File: src/imq_pos_mem.sv
// Key position store: heap slot of each key, registered read.
module imq_pos_mem #(
   parameter int KEYS = 256,
   parameter int KW   = 8,
   parameter int SW   = 8
) (
   input  logic          clock,
   input  logic          wr_en,
   input  logic [KW-1:0] wr_addr,
   input  logic [SW-1:0] wr_data,
   input  logic [KW-1:0] rd_addr,
   output logic [SW-1:0] rd_data
);

   logic [SW-1:0] mem [KEYS];

   always_ff @(posedge clock) begin
      if (wr_en) begin
         mem[wr_addr] <= wr_data;
      end
      rd_data <= mem[rd_addr];
   end

endmodule

File: config.mk
export PLATFORM = sky130hd
export DESIGN_NAME = imq_pos_mem
export DESIGN_NICKNAME = d
export VERILOG_FILES = /design/src/imq_pos_mem.sv
export SDC_FILE = /design/constraint.sdc
export NUM_CORES = 2
export LEC_CHECK = 0
export BUFFER_PORTS_ARGS = -buffer_cell sky130_fd_sc_hd__buf_4
export CORE_AREA = 5 5 405 507
export CTS_BUF_LIST = sky130_fd_sc_hd__clkbuf_16
export DETAILED_ROUTE_END_ITERATION = 12
export DIE_AREA = 0 0 410 512
export PLACE_DENSITY = 0.61
export SYNTH_ARGS = -nofsm -noshare
export SYNTH_HDL_FRONTEND = slang
export SYNTH_SLANG_ARGS = --single-unit
File: constraint.sdc
create_clock -name clock -period 2.1 [get_ports clock]
set_input_delay 0.21 -clock clock [delete_from_list [all_inputs] [get_ports clock]]
set_output_delay 0.21 -clock clock [all_outputs]
set_load 0.05 [all_outputs]
# [Yosys cells after proc, flatten, opt, wreduce, memory -nomap -nowiden]
# Memories as Yosys holds them, arrays and structs flattened. A register that Yosys moved wholly into a read port is not among the register bits.
# Index checks and enable logic that the tools add are counted.
[op_classes] mux=2
[op_table] operator="2-to-1 mux 1 bit" n=2
[word_totals] regBits=0 elab_cells=3 mem_bits_rw=2048 n_memories=1
[mem_list] memory="mem" words=256 width=8 read_ports=1 rd_ports_with_merged_regs=1 write_ports=1 line="15" text="logic [SW-1:0] mem [KEYS];"

# [Logic depth before layout (Yosys ltp)]
[depth] ltp_word=2 ltp_mapped=11 depth_no_buf=6

# [Worst setup path before layout]
# No wires, ideal clock.
[synth_timing] kind="in2reg" from="input port rd_addr[0]" to="register rd_data[2] (read register of mem)" path_buffers=4 required_time_ns=1.969 path_slack_ns=-0.048 arrival_ns=2.017 path_stages=9 path_cell_list="buf_6 -> buf_12 -> buf_8 -> buf_2 -> mux4_2 -> a22oi_1 -> a21oi_1 -> nor4_1 -> nor4_2"
[synth_lines] element="from (decl)" line="11" text="input logic [KW-1:0] rd_addr,"
[synth_lines] element="to (decl)" line="12" text="output logic [SW-1:0] rd_data"

==> flow_summary.json <==
{
  "slew_headroom_pct": 39.0,
  "rows": 184,
  "grt_antenna_before_repair": 5,
  "path_class": "reg2reg",
  "vdd_drop_max_mv": 0.650,
  "clk_latency_ns": 0.84,
  "finalHoldViolations": 0,
  "fin_hold_ws_ns": 0.0590,
  "cp_data_arrival_time_ns": 2.97,
  "crit_fanout": 1,
  "final.min_clock_period_ns": 2.26,
  "synth_nets": 3759,
  "die_y_um": 512,
  "yosysSeqAreaShare_pct": 77.5,
  "drc": 0,
  "fin_crit_sh_pct": 108,
  "grt_pass1_wl_um": 298000,
  "ant_nets": 0,
  "synth_cells": 3733,
  "syn_avg_cell_area_um2": 21.3,
  "synth_area_um2": 79600,
  "grtUsageTotal_pct": 19.5,
  "start_util_pct": 39.8,
  "drive_gt1_share_pct": 33.9,
  "cp-end-kind": "register",
  "cts-root-buf": "clkbuf_16",
  "status": "finished with violations",
  "cts_sinks": 2056,
  "io_buffer_count": 33,
  "cts_buffers": 185,
  "syn_to_final_growth_pct": 19.1,
  "gr-max-usage-layer": "met2",
  "vias_per_cell": 5.64,
  "synth.largest_area_cell": "edfxtp_1",
  "synth_top_area_share_pct": 77.3,
  "cts_setup_buffers": 0,
  "violations": "setup timing",
  "p_per_area_nw_per_um2": 878,
  "synth_cell_types": 55,
  "yosys_register_bits": 2056,
  "finalSetupViolCount": 6,
  "drv_slew": 0,
  "ys.flop_type": "edfxtp_1",
  "grt_max_degree": 108,
  "cts_tree": "done",
  "vias": 40600,
  "clockBufferDepth": 3,
  "finClkSkew_ns": 0.0525,
  "multiInputGateArea_um2": 17000,
  "tns_ns": -0.492,
  "drv_cap": 0,
  "finalWorstSetupSlack_ns": -0.159,
  "avgRoutedWirePerCell_um": 28.4,
  "startpoint": "mem[87][1]$_DFFE_PP_",
  "grtUsageMet1_pct": 26.0,
  "die-area_um2": 210000,
  "drt-total-wl_um": 205000,
  "worstPathRequired_ns": 2.81,
  "drtPass1Iterations": 6,
  "gp_congestion": 0.869,
  "yosysWarnings": 0,
  "die_w_um": 410,
  "grt_util_met3_pct": 3.17,
  "regArea_um2": 61700,
  "start_kind": "register",
  "leakagePower_nw": 30.7,
  "r2r-start": "mem[87][1]$_DFFE_PP_",
  "core_um2": 200000,
  "use_met2_pct": 32.2,
  "ios": 34,
  "grt.overflow.total": 0,
  "synth-async-reset-ratio_pct": 0,
  "clk_pin_slew_ns": 0.07,
  "fillers": 16200,
  "grt_setup_unrepaired": "true",
  "synth-edff-count": 2048,
  "synthTopCellsByArea": "edfxtp_1, mux4_2, mux2i_1",
  "htreeDepth": 4,
  "drtIter0Drc": 4566,
  "hold_class": "in2reg",
  "fmax_mhz": 443,
  "worstMarginPinSlew_ns": 0.911,
  "grt_pass1_vias": 41800,
  "hp-start": "wr_addr[4]",
  "hpwlAfterDp_um": 138000,
  "final_nets": 4485
}
per-layer routing:
metal	routed length, µm	up-vias
met2	102000	1544
met3	14400	368
met4	8240	2
met5	13	-
li1	-	17100
met1	80600	21600
critical path: stages, from the launching register on:
cell and delay [ns]:
edfxtp_1 0.37, mux4_2 0.46, mux4_2 0.51, nor2b_4 0.16
nor4_4 0.38, buf_4 0.22, nor4_2 0.04
final cells by class:
cell class | instances | share of cell area, %
timing repair buffer | 772 | 7.39
clock inverter | 143 | 1.18
tap | 2604 | 3.44
multi-input combinational | 1442 | 17.9
sequential | 2056 | 65.1
inverter | 2 | 0.00792
clock buffer | 189 | 4.99
antenna | 4 | 0.0106
placed cells by master (no fill, tap or decap), drive strengths merged, types with 12 or more instances in the layout:
cell type	count
a211oi	16
a21oi	96
a221oi	14
a22oi	133
buf	763
bufinv	13
clkbuf	190
clkinv	80
edfxtp	2048
inv	43
mux2i	134
mux4	456
nand2	33
nand3	34
nor2	282
nor2b	31
nor3	22
nor4	27
o21ai	12
o221ai	47
o22ai	28
final timing paths:
| path | depth (start not counted) | slack, ns | end |
|---|---|---|---|
| worst max register to register | 6 | -0.16 | rd_data[1]$_DFF_P_ |
| worst max-delay path | 6 | -0.16 | rd_data[1]$_DFF_P_ |
| worst min-delay path | 4 | 0.06 | mem[187][3]$_DFFE_PP_ |
| worst min register to register | 7 | 1.02 | rd_data[5]$_DFF_P_ |
state kept, by name, indices dropped and copies added (netlist names):
name	flops
rd_data	8
mem	2048
cell usage after synthesis, drive strengths merged, types with 2 or more instances:
master and number:
edfxtp 2048, nor2b 31, o32ai 5, dfxtp 8
and2 6, o22a 5, o21ai 12, o211ai 10
a31oi 2, a221oi 14, nor4 27, o221ai 47
mux2i 134, nand4 10, a22o 8, nand3b 2
or2 4, nand2 33, mux4 456, a21oi 96
and3b 2, nand2b 8, a311oi 2, nor2 282
nor3 22, o22ai 28, a211oi 16, a2111oi 5
nand3 34, buf 122, a22oi 133, clkbuf 111
cells by family (layout without fill, tap and decap cells):
| kind of cell | Yosys count | in the layout | synth area share [%] |
|---|---|---|---|
| compound gates | 385 | 385 | 3.42 |
| buf+inv | 235 | 1106 | 1.83 |
| flops | 2056 | 2056 | 77.5 |
| mux | 591 | 591 | 14.6 |
| other cells | 0 | 4 | 0 |
| simple gates | 466 | 466 | 2.63 |
through the flow:
step	power, W	cells	util (%)	area (µm²)	setup slack [ns]
5_1_grt	0.0858	7209	47.4	94800	-0.188
6_report	0.0833	7212	47.4	94800	-0.159
3_3_place_gp	0.0511	6869	44.2	88300	-1.75
2_1_floorplan	0.0485	3733	-	79600	0.00813
4_1_cts	0.0839	7208	47.3	94600	-0.341
3_5_place_dp	0.0512	6869	44.2	88300	-1.64
power by group:
| part | leakage [nW] | internal, W | switching [W] |
|---|---|---|---|
| Clock | 2.99 | 0.0180 | 0.0149 |
| Sequential | 18.5 | 0.0452 | 0.0000971 |
| Combinational | 9.19 | 0.00209 | 0.00302 |
| Total | 30.7 | 0.0653 | 0.0180 |
what timing repair did:
action                                 4_1_cts  5_1_grt
setup endpoints to repair                    8        8
pin swaps                                   21       20
hold buffers                                 8        0
endpoints found under the hold margin      451        0
gates resized for setup                     50       38
Note: power is estimated with default switching activity, not from simulation.
